<file path="src/design/assert_macros.svh">
// ----------------------------------------------------------------------------
// assert_macros.svh
// Concurrent assertion helpers used by the top design file. The checks drop
// out of synthesis builds.
// ----------------------------------------------------------------------------
`ifndef ASSERT_MACROS_SVH
`define ASSERT_MACROS_SVH

`ifndef SYNTHESIS
// property must hold at every clock edge outside reset
`define PCG_ASSERT(lbl, clk, rst, prop, msg) \
   lbl: assert property (@(posedge clk) disable iff (rst) (prop)) else $error(msg);
// condition must never be seen at a clock edge outside reset
`define PCG_ASSERT_NEVER(lbl, clk, rst, cond, msg) \
   lbl: assert property (@(posedge clk) disable iff (rst) !(cond)) else $error(msg);
`else
`define PCG_ASSERT(lbl, clk, rst, prop, msg)
`define PCG_ASSERT_NEVER(lbl, clk, rst, cond, msg)
`endif

`endif

</file>
<file path="src/design/pcg_pkg.sv">
// ----------------------------------------------------------------------------
// pcg_pkg
// Types and constants of the polyphonic gate/pitch to note event converter.
// ----------------------------------------------------------------------------
package pcg_pkg;

   // field widths
   localparam int LANE_CNT_W = 5;
   localparam int REQ_DATA_W = 88;
   localparam int RSP_DATA_W = 64;
   localparam int CSR_ADDR_W = 4;
   localparam int CSR_DATA_W = 32;

   // item kinds
   localparam logic KIND_SAMPLE = 1'b0;
   localparam logic KIND_RESET  = 1'b1;

   // event kinds
   localparam logic [1:0] EVT_NOTE_OFF = 2'd0;
   localparam logic [1:0] EVT_NOTE_ON  = 2'd1;
   localparam logic [1:0] EVT_PITCH    = 2'd2;

   // register indexes
   localparam logic [1:0] REG_GATE_HIGH = 2'd0;
   localparam logic [1:0] REG_GATE_LOW  = 2'd1;
   localparam logic [1:0] REG_THRESHOLD = 2'd2;

   // register reset values
   localparam logic [16:0] GATE_HIGH_RST = 17'd4096;
   localparam logic [16:0] GATE_LOW_RST  = 17'd409;
   localparam logic [15:0] THRESHOLD_RST = 16'd41;

   // arithmetic constants
   localparam logic [21:0] NOTE_BASE   = 22'd245760;  // 60 semitones, 1/4096 units
   localparam logic [21:0] ROUND_HALF  = 22'd2048;
   localparam logic [6:0]  NOTE_MAX    = 7'd127;
   localparam logic [12:0] VEL_DEFAULT = 13'd3277;    // 0.8 in Q12
   localparam logic [12:0] VEL_FULL    = 13'd4096;
   localparam logic [16:0] VEL_ROUND   = 17'd5;
   localparam logic [15:0] VEL_RECIP   = 16'd52429;   // 2^19 / 10, rounded up
   localparam int          VEL_SHIFT   = 19;

   typedef struct packed {
      logic signed [16:0] gate_high;
      logic signed [16:0] gate_low;
      logic [15:0]        threshold;
   } pcg_cfg_type;

   typedef struct packed {
      logic               kind;
      logic [3:0]         lane;
      logic [4:0]         lane_count;
      logic signed [16:0] gate_level;
      logic signed [16:0] pitch_level;
      logic signed [4:0]  octave;
      logic signed [16:0] velocity_level;
      logic               velocity_present;
      logic [15:0]        frame_offset;
   } pcg_item_type;

   typedef struct packed {
      logic               gate_high;
      logic               active;
      logic [6:0]         note;
      logic signed [21:0] offset;
   } pcg_lane_type;

   typedef struct packed {
      logic [1:0]  kind;
      logic [3:0]  lane;
      logic [6:0]  note;
      logic [12:0] velocity;
      logic [21:0] offset;
      logic [15:0] time_stamp;
      logic        last;
   } pcg_event_type;

   typedef struct packed {
      logic               rising;
      logic               falling;
      logic               send_pitch;
      logic [6:0]         note;
      logic [12:0]        velocity;
      logic signed [21:0] new_offset;
      logic signed [21:0] held_offset;
   } pcg_calc_type;

   typedef struct packed {
      logic rd_en;
      logic wr_en;
      logic clr_one;
      logic clr_all;
   } pcg_mem_cmd_type;

endpackage

</file>
<file path="src/design/poly_cv_gate_to_note_events.sv">
// ----------------------------------------------------------------------------
// poly_cv_gate_to_note_events
// Turns per-lane gate, pitch and velocity levels into note-on, note-off and
// pitch offset events, with lane count changes and a reset-all item.
// ----------------------------------------------------------------------------
// One item is handled at a time. A lane sample steps through accept, decode,
// memory read, update and write, and last-event flush before the next ready;
// a lane 0 sample adds a lane count check, and a rise adds a step for its
// second event. A lane 0 item that lowers the lane count also walks the
// dropped lanes through the lane record memory (read, then check and clear);
// a reset item walks every lane in use with a read and a check, then clears
// all records at once. The read-then-update on the lane record memory sets
// these steps; an event that cannot move on because the result channel is
// stalled holds the sequencer. There is no clearing pass after reset.

`include "assert_macros.svh"

module poly_cv_gate_to_note_events import pcg_pkg::*; #(
   parameter int MAX_LANES = 16
) (
   input  logic                  clock,
   input  logic                  reset,
   // input items
   input  logic                  req_tvalid,
   output logic                  req_tready,
   // lane, lane_count, gate_level, pitch_level, octave, velocity_level,
   // velocity_present, frame_offset
   input  logic [REQ_DATA_W-1:0] req_tdata,
   input  logic [0:0]            req_tuser,   // kind
   // result events
   output logic                  rsp_tvalid,
   input  logic                  rsp_tready,
   // event_lane, note_number, velocity, pitch_offset, event_time
   output logic [RSP_DATA_W-1:0] rsp_tdata,
   output logic [1:0]            rsp_tuser,   // event_kind
   output logic                  rsp_tlast,
   // configuration
   input  logic                  csr_psel,
   input  logic                  csr_penable,
   input  logic                  csr_pwrite,
   input  logic [CSR_ADDR_W-1:0] csr_paddr,
   input  logic [CSR_DATA_W-1:0] csr_pwdata,
   output logic [CSR_DATA_W-1:0] csr_prdata,
   output logic                  csr_pready
);

   localparam int LANE_W = (MAX_LANES > 1) ? $clog2(MAX_LANES) : 1;
   localparam logic [LANE_CNT_W-1:0] LANE_MAX = LANE_CNT_W'(MAX_LANES);
   localparam logic [LANE_CNT_W-1:0] LANE_ONE = LANE_CNT_W'(1);

   // sequencer states
   localparam logic [2:0] S_IDLE  = 3'd0;
   localparam logic [2:0] S_START = 3'd1;
   localparam logic [2:0] S_WRD   = 3'd2;
   localparam logic [2:0] S_WCHK  = 3'd3;
   localparam logic [2:0] S_LRD   = 3'd4;
   localparam logic [2:0] S_LCHK  = 3'd5;
   localparam logic [2:0] S_PITCH = 3'd6;
   localparam logic [2:0] S_FLUSH = 3'd7;

   logic [2:0]            state_ff, state_in;
   pcg_item_type          item_ff, item_in;
   logic [LANE_CNT_W-1:0] lanes_ff, lanes_in;
   logic [LANE_CNT_W-1:0] walk_idx_ff, walk_idx_in;
   logic [LANE_CNT_W-1:0] walk_end_ff, walk_end_in;
   logic [LANE_CNT_W-1:0] req_count;

   pcg_cfg_type           cfg;
   pcg_calc_type          calc;
   pcg_mem_cmd_type       mem_cmd;
   logic [LANE_W-1:0]     rd_addr;
   logic [LANE_W-1:0]     wr_addr;
   pcg_lane_type          wr_data;
   pcg_lane_type          rd_data;
   logic                  evt_push;
   logic                  evt_flush;
   logic                  evt_ready;
   logic                  evt_pend;
   pcg_event_type         evt;
   logic                  req_beat;

   pcg_csr u_csr (
      .clock       (clock),
      .reset       (reset),
      .csr_psel    (csr_psel),
      .csr_penable (csr_penable),
      .csr_pwrite  (csr_pwrite),
      .csr_paddr   (csr_paddr),
      .csr_pwdata  (csr_pwdata),
      .csr_prdata  (csr_prdata),
      .csr_pready  (csr_pready),
      .cfg         (cfg)
   );

   pcg_lane_mem #(
      .DEPTH  (MAX_LANES),
      .ADDR_W (LANE_W)
   ) u_lane_mem (
      .clock   (clock),
      .reset   (reset),
      .cmd     (mem_cmd),
      .rd_addr (rd_addr),
      .wr_addr (wr_addr),
      .wr_data (wr_data),
      .rd_data (rd_data)
   );

   pcg_note_calc u_note_calc (
      .item (item_ff),
      .rec  (rd_data),
      .cfg  (cfg),
      .calc (calc)
   );

   pcg_event_out u_event_out (
      .clock      (clock),
      .reset      (reset),
      .push       (evt_push),
      .flush      (evt_flush),
      .evt        (evt),
      .ready      (evt_ready),
      .pend       (evt_pend),
      .rsp_tvalid (rsp_tvalid),
      .rsp_tready (rsp_tready),
      .rsp_tdata  (rsp_tdata),
      .rsp_tuser  (rsp_tuser),
      .rsp_tlast  (rsp_tlast)
   );

   assign req_tready = (state_ff == S_IDLE);
   assign req_beat   = req_tvalid && req_tready;

   // requested lane count, clamped to 1..MAX_LANES
   always_comb begin
      if (item_ff.lane_count == '0) begin
         req_count = LANE_ONE;
      end else if (item_ff.lane_count > LANE_MAX) begin
         req_count = LANE_MAX;
      end else begin
         req_count = item_ff.lane_count;
      end
   end

   // sequencer
   always_comb begin
      state_in    = state_ff;
      item_in     = item_ff;
      lanes_in    = lanes_ff;
      walk_idx_in = walk_idx_ff;
      walk_end_in = walk_end_ff;
      mem_cmd     = '0;
      rd_addr     = walk_idx_ff[LANE_W-1:0];
      wr_addr     = walk_idx_ff[LANE_W-1:0];
      wr_data     = rd_data;
      evt_push    = 1'b0;
      evt_flush   = 1'b0;
      evt.kind       = EVT_NOTE_OFF;
      evt.lane       = item_ff.lane;
      evt.note       = rd_data.note;
      evt.velocity   = '0;
      evt.offset     = '0;
      evt.time_stamp = item_ff.frame_offset;
      evt.last       = 1'b0;

      case (state_ff)
         S_IDLE: begin
            if (req_beat) begin
               item_in.kind             = req_tuser[0];
               item_in.lane             = req_tdata[3:0];
               item_in.lane_count       = req_tdata[8:4];
               item_in.gate_level       = req_tdata[25:9];
               item_in.pitch_level      = req_tdata[42:26];
               item_in.octave           = req_tdata[47:43];
               item_in.velocity_level   = req_tdata[64:48];
               item_in.velocity_present = req_tdata[65];
               item_in.frame_offset     = req_tdata[81:66];
               state_in = S_START;
            end
         end

         // pick the lane walk, if any
         S_START: begin
            if (item_ff.kind == KIND_RESET) begin
               walk_idx_in = '0;
               walk_end_in = lanes_ff;
               state_in    = S_WRD;
            end else if (item_ff.lane == '0) begin
               walk_idx_in = req_count;
               walk_end_in = lanes_ff;
               lanes_in    = req_count;
               state_in    = S_WRD;
            end else begin
               state_in = S_LRD;
            end
         end

         // walk: read the next lane or finish
         S_WRD: begin
            if (walk_idx_ff >= walk_end_ff) begin
               if (item_ff.kind == KIND_RESET) begin
                  mem_cmd.clr_all = 1'b1;
                  lanes_in        = LANE_ONE;
                  state_in        = S_FLUSH;
               end else begin
                  state_in = S_LRD;
               end
            end else begin
               mem_cmd.rd_en = 1'b1;
               state_in      = S_WCHK;
            end
         end

         // walk: note-off for an active lane, clear on count drop
         S_WCHK: begin
            evt.lane = walk_idx_ff[3:0];
            evt_push = rd_data.active;
            if (!rd_data.active || evt_ready) begin
               mem_cmd.clr_one = (item_ff.kind == KIND_SAMPLE);
               walk_idx_in     = walk_idx_ff + LANE_ONE;
               state_in        = S_WRD;
            end
         end

         // sampled lane: read its record if in use
         S_LRD: begin
            rd_addr = item_ff.lane[LANE_W-1:0];
            if ({1'b0, item_ff.lane} < lanes_ff) begin
               mem_cmd.rd_en = 1'b1;
               state_in      = S_LCHK;
            end else begin
               state_in = S_FLUSH;
            end
         end

         // sampled lane: update record and send events
         S_LCHK: begin
            wr_addr = item_ff.lane[LANE_W-1:0];
            if (calc.rising) begin
               evt_push     = 1'b1;
               evt.kind     = EVT_NOTE_ON;
               evt.note     = calc.note;
               evt.velocity = calc.velocity;
               if (evt_ready) begin
                  mem_cmd.wr_en     = 1'b1;
                  wr_data.gate_high = 1'b1;
                  wr_data.active    = 1'b1;
                  wr_data.note      = calc.note;
                  wr_data.offset    = calc.new_offset;
                  state_in          = S_PITCH;
               end
            end else if (calc.falling) begin
               evt_push = rd_data.active;
               if (!rd_data.active || evt_ready) begin
                  mem_cmd.wr_en     = 1'b1;
                  wr_data.gate_high = 1'b0;
                  wr_data.active    = 1'b0;
                  state_in          = S_FLUSH;
               end
            end else if (rd_data.active && calc.send_pitch) begin
               evt_push   = 1'b1;
               evt.kind   = EVT_PITCH;
               evt.offset = calc.held_offset;
               if (evt_ready) begin
                  mem_cmd.wr_en  = 1'b1;
                  wr_data.offset = calc.held_offset;
                  state_in       = S_FLUSH;
               end
            end else begin
               state_in = S_FLUSH;
            end
         end

         // second event of a rise
         S_PITCH: begin
            evt_push   = 1'b1;
            evt.kind   = EVT_PITCH;
            evt.note   = calc.note;
            evt.offset = calc.new_offset;
            if (evt_ready) begin
               state_in = S_FLUSH;
            end
         end

         // release the held event as the last of the item
         S_FLUSH: begin
            evt_flush = 1'b1;
            if (evt_ready) begin
               state_in = S_IDLE;
            end
         end

         default: begin
            state_in = S_IDLE;
         end
      endcase
   end

   always_ff @(posedge clock) begin
      if (reset) begin
         state_ff    <= S_IDLE;
         lanes_ff    <= LANE_ONE;
         walk_idx_ff <= '0;
         walk_end_ff <= '0;
      end else begin
         state_ff    <= state_in;
         lanes_ff    <= lanes_in;
         walk_idx_ff <= walk_idx_in;
         walk_end_ff <= walk_end_in;
      end
   end

   always_ff @(posedge clock) begin
      item_ff <= item_in;
   end

   // lane count always inside the supported range
   `PCG_ASSERT_NEVER(a_lanes_range, clock, reset, (lanes_ff == '0) || (lanes_ff > LANE_MAX), "lane count out of range")
   // walk index never runs past the lane array
   `PCG_ASSERT_NEVER(a_walk_bound, clock, reset, walk_idx_ff > LANE_MAX, "lane walk past last lane")
   // every event of an item has left the holding stage before the next item
   `PCG_ASSERT(a_idle_flushed, clock, reset, (state_ff == S_IDLE) |-> !evt_pend, "event held while idle")

endmodule

</file>
<file path="src/design/pcg_csr.sv">
// ----------------------------------------------------------------------------
// pcg_csr
// Register file behind the configuration port: gate thresholds and pitch
// change threshold.
// ----------------------------------------------------------------------------
module pcg_csr import pcg_pkg::*; (
   input  logic                  clock,
   input  logic                  reset,
   input  logic                  csr_psel,
   input  logic                  csr_penable,
   input  logic                  csr_pwrite,
   input  logic [CSR_ADDR_W-1:0] csr_paddr,
   input  logic [CSR_DATA_W-1:0] csr_pwdata,
   output logic [CSR_DATA_W-1:0] csr_prdata,
   output logic                  csr_pready,
   output pcg_cfg_type           cfg
);

   pcg_cfg_type cfg_ff;
   pcg_cfg_type cfg_in;
   logic        wr_beat;

   assign csr_pready = 1'b1;
   assign wr_beat    = csr_psel && csr_penable && csr_pwrite && csr_pready;
   assign cfg        = cfg_ff;

   // register writes
   always_comb begin
      cfg_in = cfg_ff;
      if (wr_beat) begin
         case (csr_paddr[3:2])
            REG_GATE_HIGH: cfg_in.gate_high = csr_pwdata[16:0];
            REG_GATE_LOW:  cfg_in.gate_low  = csr_pwdata[16:0];
            REG_THRESHOLD: cfg_in.threshold = csr_pwdata[15:0];
            default:       cfg_in = cfg_ff;
         endcase
      end
   end

   always_ff @(posedge clock) begin
      if (reset) begin
         cfg_ff.gate_high <= GATE_HIGH_RST;
         cfg_ff.gate_low  <= GATE_LOW_RST;
         cfg_ff.threshold <= THRESHOLD_RST;
      end else begin
         cfg_ff <= cfg_in;
      end
   end

   // read back, levels sign extended
   always_comb begin
      case (csr_paddr[3:2])
         REG_GATE_HIGH: csr_prdata = {{15{cfg_ff.gate_high[16]}}, cfg_ff.gate_high};
         REG_GATE_LOW:  csr_prdata = {{15{cfg_ff.gate_low[16]}}, cfg_ff.gate_low};
         REG_THRESHOLD: csr_prdata = {16'd0, cfg_ff.threshold};
         default:       csr_prdata = '0;
      endcase
   end

endmodule

</file>
<file path="src/design/pcg_lane_mem.sv">
// ----------------------------------------------------------------------------
// pcg_lane_mem
// Lane record memory: one write port, one registered read port, and a valid
// bit per lane so that a cleared or never written lane reads as all zero.
// ----------------------------------------------------------------------------
module pcg_lane_mem import pcg_pkg::*; #(
   parameter int DEPTH  = 16,
   parameter int ADDR_W = 4
) (
   input  logic              clock,
   input  logic              reset,
   input  pcg_mem_cmd_type   cmd,
   input  logic [ADDR_W-1:0] rd_addr,
   input  logic [ADDR_W-1:0] wr_addr,
   input  pcg_lane_type      wr_data,
   output pcg_lane_type      rd_data
);

   pcg_lane_type     mem_ff [DEPTH];
   pcg_lane_type     rdq_ff;
   logic             hit_ff;
   logic [DEPTH-1:0] valid_ff;
   logic [DEPTH-1:0] valid_in;

   // valid bits: set on write, dropped on clear
   always_comb begin
      valid_in = valid_ff;
      if (cmd.clr_all) begin
         valid_in = '0;
      end else if (cmd.clr_one) begin
         valid_in[wr_addr] = 1'b0;
      end else if (cmd.wr_en) begin
         valid_in[wr_addr] = 1'b1;
      end
   end

   always_ff @(posedge clock) begin
      if (reset) begin
         valid_ff <= '0;
         hit_ff   <= 1'b0;
      end else begin
         valid_ff <= valid_in;
         if (cmd.rd_en) begin
            hit_ff <= valid_ff[rd_addr];
         end
      end
   end

   // storage array
   always_ff @(posedge clock) begin
      if (cmd.wr_en) begin
         mem_ff[wr_addr] <= wr_data;
      end
   end

   always_ff @(posedge clock) begin
      if (cmd.rd_en) begin
         rdq_ff <= mem_ff[rd_addr];
      end
   end

   assign rd_data = hit_ff ? rdq_ff : '0;

endmodule

</file>
<file path="src/design/pcg_note_calc.sv">
// ----------------------------------------------------------------------------
// pcg_note_calc
// Per-sample arithmetic: absolute pitch, note rounding and clamping, pitch
// offsets, gate hysteresis and note-on velocity.
// ----------------------------------------------------------------------------
module pcg_note_calc import pcg_pkg::*; (
   input  pcg_item_type item,
   input  pcg_lane_type rec,
   input  pcg_cfg_type  cfg,
   output pcg_calc_type calc
);

   logic signed [21:0] pitch_ext;
   logic signed [9:0]  oct_ext;
   logic signed [9:0]  oct12;
   logic signed [21:0] abs_pitch;
   logic [21:0]        round_sum;
   logic [6:0]         note;
   logic signed [23:0] delta;
   logic [23:0]        delta_mag;
   logic [16:0]        vel_sum;
   logic [32:0]        vel_prod;
   logic [13:0]        vel_quot;

   // absolute pitch: 60 + 12*V + 12*octave semitones
   assign pitch_ext = {{5{item.pitch_level[16]}}, item.pitch_level};
   assign oct_ext   = {{5{item.octave[4]}}, item.octave};
   assign oct12     = (oct_ext <<< 3) + (oct_ext <<< 2);
   assign abs_pitch = $signed(NOTE_BASE) + (pitch_ext <<< 3) + (pitch_ext <<< 2)
                      + $signed({oct12, 12'd0});

   // round half away from zero, negatives clamp to note zero
   assign round_sum = abs_pitch + ROUND_HALF;
   always_comb begin
      if (abs_pitch[21]) begin
         note = 7'd0;
      end else if (round_sum[21:12] > {3'd0, NOTE_MAX}) begin
         note = NOTE_MAX;
      end else begin
         note = round_sum[18:12];
      end
   end

   // offsets against the new and the latched note
   assign calc.note        = note;
   assign calc.new_offset  = abs_pitch - $signed({3'd0, note, 12'd0});
   assign calc.held_offset = abs_pitch - $signed({3'd0, rec.note, 12'd0});

   // change of the held offset against the last one sent
   assign delta      = {{2{calc.held_offset[21]}}, calc.held_offset}
                       - {{2{rec.offset[21]}}, rec.offset};
   assign delta_mag  = delta[23] ? 24'(-delta) : 24'(delta);
   assign calc.send_pitch = delta_mag >= {8'd0, cfg.threshold};

   // gate hysteresis
   assign calc.rising  = !rec.gate_high && ($signed(item.gate_level) >= cfg.gate_high);
   assign calc.falling = rec.gate_high && ($signed(item.gate_level) <= cfg.gate_low);

   // velocity = level / 10 rounded, by reciprocal multiply
   assign vel_sum  = {1'b0, item.velocity_level[15:0]} + VEL_ROUND;
   assign vel_prod = 33'(vel_sum) * 33'(VEL_RECIP);
   assign vel_quot = vel_prod[32:VEL_SHIFT];

   always_comb begin
      if (!item.velocity_present) begin
         calc.velocity = VEL_DEFAULT;
      end else if (item.velocity_level[16] || (item.velocity_level == '0)) begin
         calc.velocity = 13'd0;
      end else if (vel_quot > {1'b0, VEL_FULL}) begin
         calc.velocity = VEL_FULL;
      end else begin
         calc.velocity = vel_quot[12:0];
      end
   end

endmodule

</file>
<file path="src/design/pcg_event_out.sv">
// ----------------------------------------------------------------------------
// pcg_event_out
// Event output: a holding stage keeps the newest event until the next one or
// the end of the item shows whether it is the last, then an output register
// drives the result channel.
// ----------------------------------------------------------------------------
module pcg_event_out import pcg_pkg::*; (
   input  logic                  clock,
   input  logic                  reset,
   input  logic                  push,
   input  logic                  flush,
   input  pcg_event_type         evt,
   output logic                  ready,
   output logic                  pend,
   output logic                  rsp_tvalid,
   input  logic                  rsp_tready,
   output logic [RSP_DATA_W-1:0] rsp_tdata,   // lane, note, velocity, offset, time
   output logic [1:0]            rsp_tuser,   // event kind
   output logic                  rsp_tlast
);

   pcg_event_type pend_ff;
   pcg_event_type pend_in;
   logic          pend_valid_ff;
   logic          pend_valid_in;
   pcg_event_type out_ff;
   pcg_event_type out_in;
   logic          out_valid_ff;
   logic          out_valid_in;
   logic          out_free;

   assign out_free = !out_valid_ff || rsp_tready;
   assign ready    = !pend_valid_ff || out_free;
   assign pend     = pend_valid_ff;

   // move held event to output when a newer one arrives or the item ends
   always_comb begin
      pend_in       = pend_ff;
      pend_valid_in = pend_valid_ff;
      out_in        = out_ff;
      out_valid_in  = out_valid_ff && !rsp_tready;
      if (push && ready) begin
         if (pend_valid_ff) begin
            out_in       = pend_ff;
            out_in.last  = 1'b0;
            out_valid_in = 1'b1;
         end
         pend_in       = evt;
         pend_valid_in = 1'b1;
      end else if (flush && pend_valid_ff && out_free) begin
         out_in        = pend_ff;
         out_in.last   = 1'b1;
         out_valid_in  = 1'b1;
         pend_valid_in = 1'b0;
      end
   end

   always_ff @(posedge clock) begin
      if (reset) begin
         pend_valid_ff <= 1'b0;
         out_valid_ff  <= 1'b0;
      end else begin
         pend_valid_ff <= pend_valid_in;
         out_valid_ff  <= out_valid_in;
      end
   end

   always_ff @(posedge clock) begin
      pend_ff <= pend_in;
      out_ff  <= out_in;
   end

   // beat packing
   assign rsp_tvalid = out_valid_ff;
   assign rsp_tuser  = out_ff.kind;
   assign rsp_tlast  = out_ff.last;
   assign rsp_tdata  = {2'd0, out_ff.time_stamp, out_ff.offset, out_ff.velocity,
                        out_ff.note, out_ff.lane};

endmodule

</file>
<file path="config.mk">
export PLATFORM = sky130hd
export DESIGN_NAME = poly_cv_gate_to_note_events
export DESIGN_NICKNAME = d
export VERILOG_FILES = /design/src/design/pcg_pkg.sv /design/src/design/poly_cv_gate_to_note_events.sv /design/src/design/pcg_csr.sv /design/src/design/pcg_lane_mem.sv /design/src/design/pcg_note_calc.sv /design/src/design/pcg_event_out.sv
export VERILOG_INCLUDE_DIRS = /design/src /design/src/design
export SDC_FILE = /design/constraint.sdc
export NUM_CORES = 2
export LEC_CHECK = 0
export ABC_AREA = 0
export BUFFER_PORTS_ARGS = -buffer_cell sky130_fd_sc_hd__buf_4
export CORE_UTILIZATION = 46
export DETAILED_ROUTE_END_ITERATION = 8
export PLACE_DENSITY_LB_ADDON = 0.3
export SYNTH_ARGS = -nofsm -noshare
export SYNTH_HDL_FRONTEND = slang
export SYNTH_SLANG_ARGS = --single-unit
</file>
<file path="constraint.sdc">
create_clock -name clock -period 16.8 [get_ports clock]
set_input_delay 0 -clock clock [delete_from_list [all_inputs] [get_ports clock]]
set_output_delay 0 -clock clock [all_outputs]
set_load 0.01 [all_outputs]
</file>
==> qor.yml <==
detailed_routing:
  wl_per_cell_um: 20.4
  num_vias: 28828
  drc: 0
  drt_wl_total_um: 104000
  via_per_inst: 5.63
  drt_iter0_drc: 2525
  final_antenna_net_count: 0
  drtPass1Iterations: 5
layout:
  num-fill-cells: 7731
  nets: 4380
  drive_gt1_share_pct: 11.4
  fin_cells: 5122
  multi_input_area_um2: 17300
  num_antenna_cells: 0
  fin_util_pct: 53.6
  areaGrowthSynthToFinish_pct: 15.3
  regArea_um2: 23800
synthesis:
  yosysWarnings: 0
  syn-mean-instance-area_um2: 11.8
  synth_top_area_share_pct: 51.8
  yosysTopAreaCell: "edfxtp_1"
  yosysMostFrequentCell: "edfxtp_1"
  synthArstFlopShare_pct: 0
  synth_area_leaders: "edfxtp_1, ha_1, fa_1"
  synth_area_um2: 42600
  synthFlopType: "edfxtp_1"
  syn_inst: 3610
  seq_area_frac_synth_pct: 55.9
  yosysUniqueCellTypes: 91
  ys_seq_elements: 822
  synth_edf_count: 735
  synth_common_cells: "edfxtp_1, nand2_1, ha_1"
status:
  outcome: "complete, no violations"
floorplanning:
  fp.dieH_um: 306
  die_area_um2: 93900
  initial_core_util_pct: 46.5
  dieWidth_um: 306
  ios: 234
  coreArea_um2: 91700
  rows: 111
sta:
  tns_ns: 0
  slew_viol_final: 0
  worst_clock_skew_ns: 0.0314
  tightest_slew_ns: 1.26
  slew_headroom_pct: 13.8
  fin_crit_sh_pct: 64.6
  fin_crit_ns: 10.86
  max_freq_ghz: 0.0921
  setup_viol: 0
  rsz0062_at_grt: "no"
  finalHoldViolations: 0
cts:
  cts_tree: "yes"
  cts.sinks: 822
  htree_levels: 3
  root_buffer: "clkbuf_16"
  cts_resized: 0
  clkTransAtPathRegs_ns: 0.06
  cts_buffers: 85
  post_cts.repair.setup_buffers: 0
  clk_latency_ns: 0.67
  clk_path_buf_depth: 3
grt:
  grt_max_degree: 103
  overflow: 0
  grt_antenna_before_repair: 2
  first_global_vias: 28023
  grt_usage_pct: 22.1
  grt_pass1_wl_um: 160000
job:
  cap_viol_max_count: 0
critical_path:
  crit_top_cell: "a21o_1"
  cpMaxStageDelayCell: "mux2i_1"
  critical-path-max-stage-delay_ns: 1.05
  cp_max_fo: 21
  cp-start-kind: "register"
  critPathKind: "register to register"
  required_ns: 17.07
  cp-end-kind: "register"
  crit_arrival_ns: 11.13
place:
  placed_cells: 4863
  port_buffers: 205
  dp_hpwl_um: 67000
  gp_congestion: 0.896
min_path:
  min_path_type: "primary input to register"
[layout make-up]
class / instances / area share, %
Sequential cell: 822 / 48.5
Tap cell: 1186 / 3.02
Inverter: 253 / 1.93
Clock inverter: 40 / 0.698
Clock buffer: 112 / 4.64
Timing Repair Buffer: 365 / 6.12
Multi-Input combinational cell: 2344 / 35.1
[kinds of logic after synthesis]
kind of cell / Yosys count / synth area share (%)
xor gates and xnor gates: 98 / 2.01
buffers and inverters: 447 / 4.17
DFF: 822 / 55.9
AOI/OAI and AO/OA: 828 / 13.1
other: 2 / 0.0176
muxes: 40 / 0.943
adders and majority gates: 377 / 12.8
and+or+nand+nor: 996 / 11.0
[worst max-delay path, delay by kind of cell (launching register included)]
kind	cells	cell delay (ns)
xor+xnor	3	1.04
flops	1	0.40
simple gates	8	1.76
buf+inv	4	0.51
fa+ha+maj	7	2.10
mux	1	1.05
compound gates	19	3.57
[registers in the layout, indices dropped and copies added (netlist names), 2 cells and up, named ones only]
register,flops
u_lane_mem.mem_ff,496
item_ff,67
u_event_out.pend_ff,62
u_event_out.rsp_tdata,60
u_csr.cfg,50
u_lane_mem.rdq_ff,31
evt,16
lanes_ff,5
walk_end_ff,5
walk_idx_ff,5
state_ff,3
u_event_out.rsp_tuser,2
[placed cells by master (no fill, tap or decap), drive strengths merged, types with 47 or more instances in the layout]
cell	synthesis	routed
a211oi	176	176
a21oi	190	190
a311oi	68	68
a31oi	71	71
and2	142	142
buf	39	258
clkbuf	155	112
dfxtp	87	87
dlygate4sd3	0	107
edfxtp	735	735
fa	97	97
ha	280	280
inv	253	262
nand2	495	495
nand3	47	47
nor2	122	122
o21ai	115	115
xnor2	59	59
[metal layers]
| layer | track usage, % | routed length, µm |
|---|---|---|
| met4 | 7.03 | 2710 |
| met5 | 0 | 9 |
| met1 | 28.9 | 43600 |
| met2 | 37.8 | 51500 |
| met3 | 3.32 | 6660 |
[worst paths after layout]
| check | from | endpoint | slack, ns | depth (start not counted) |
|---|---|---|---|---|
| worst min-delay path | csr_penable | u_csr.cfg[12]$_SDFFE_PP0P_ | 0.05 | 5 |
| worst max-delay path | item_ff[41]$_DFFE_PP_ | u_lane_mem.mem_ff[1][9]$_DFFE_PP_ | 5.94 | 42 |
| worst min register to register | u_event_out.pend_ff[10]$_DFFE_PP_ | u_event_out.rsp_tdata[55]$_DFFE_PP_ | 0.41 | 0 |
| worst max register to register | item_ff[41]$_DFFE_PP_ | u_lane_mem.mem_ff[1][9]$_DFFE_PP_ | 5.94 | 42 |
[stage by stage]
stage | hold slack, ns | worst slack, ns | area, µm²
6_report | 0.0464 | 5.94 | 49100
5_1_grt | 0.0414 | 5.21 | 49100
4_1_cts | 0.0107 | 5.97 | 49100
3_5_place_dp | 0.179 | 6.03 | 45500
3_3_place_gp | 0.178 | 6.19 | 45500
2_1_floorplan | 0.0989 | 4.31 | 42600
[timing repair]
item / 4_1_cts / 5_1_grt
hold buffers: 107 / 0
hold endpoints to repair: 172 / 0
setup endpoints to repair: 0 / 0
Power is not shown: default switching activity piles up to over one toggle a cycle in this logic, so the estimate is an artifact.
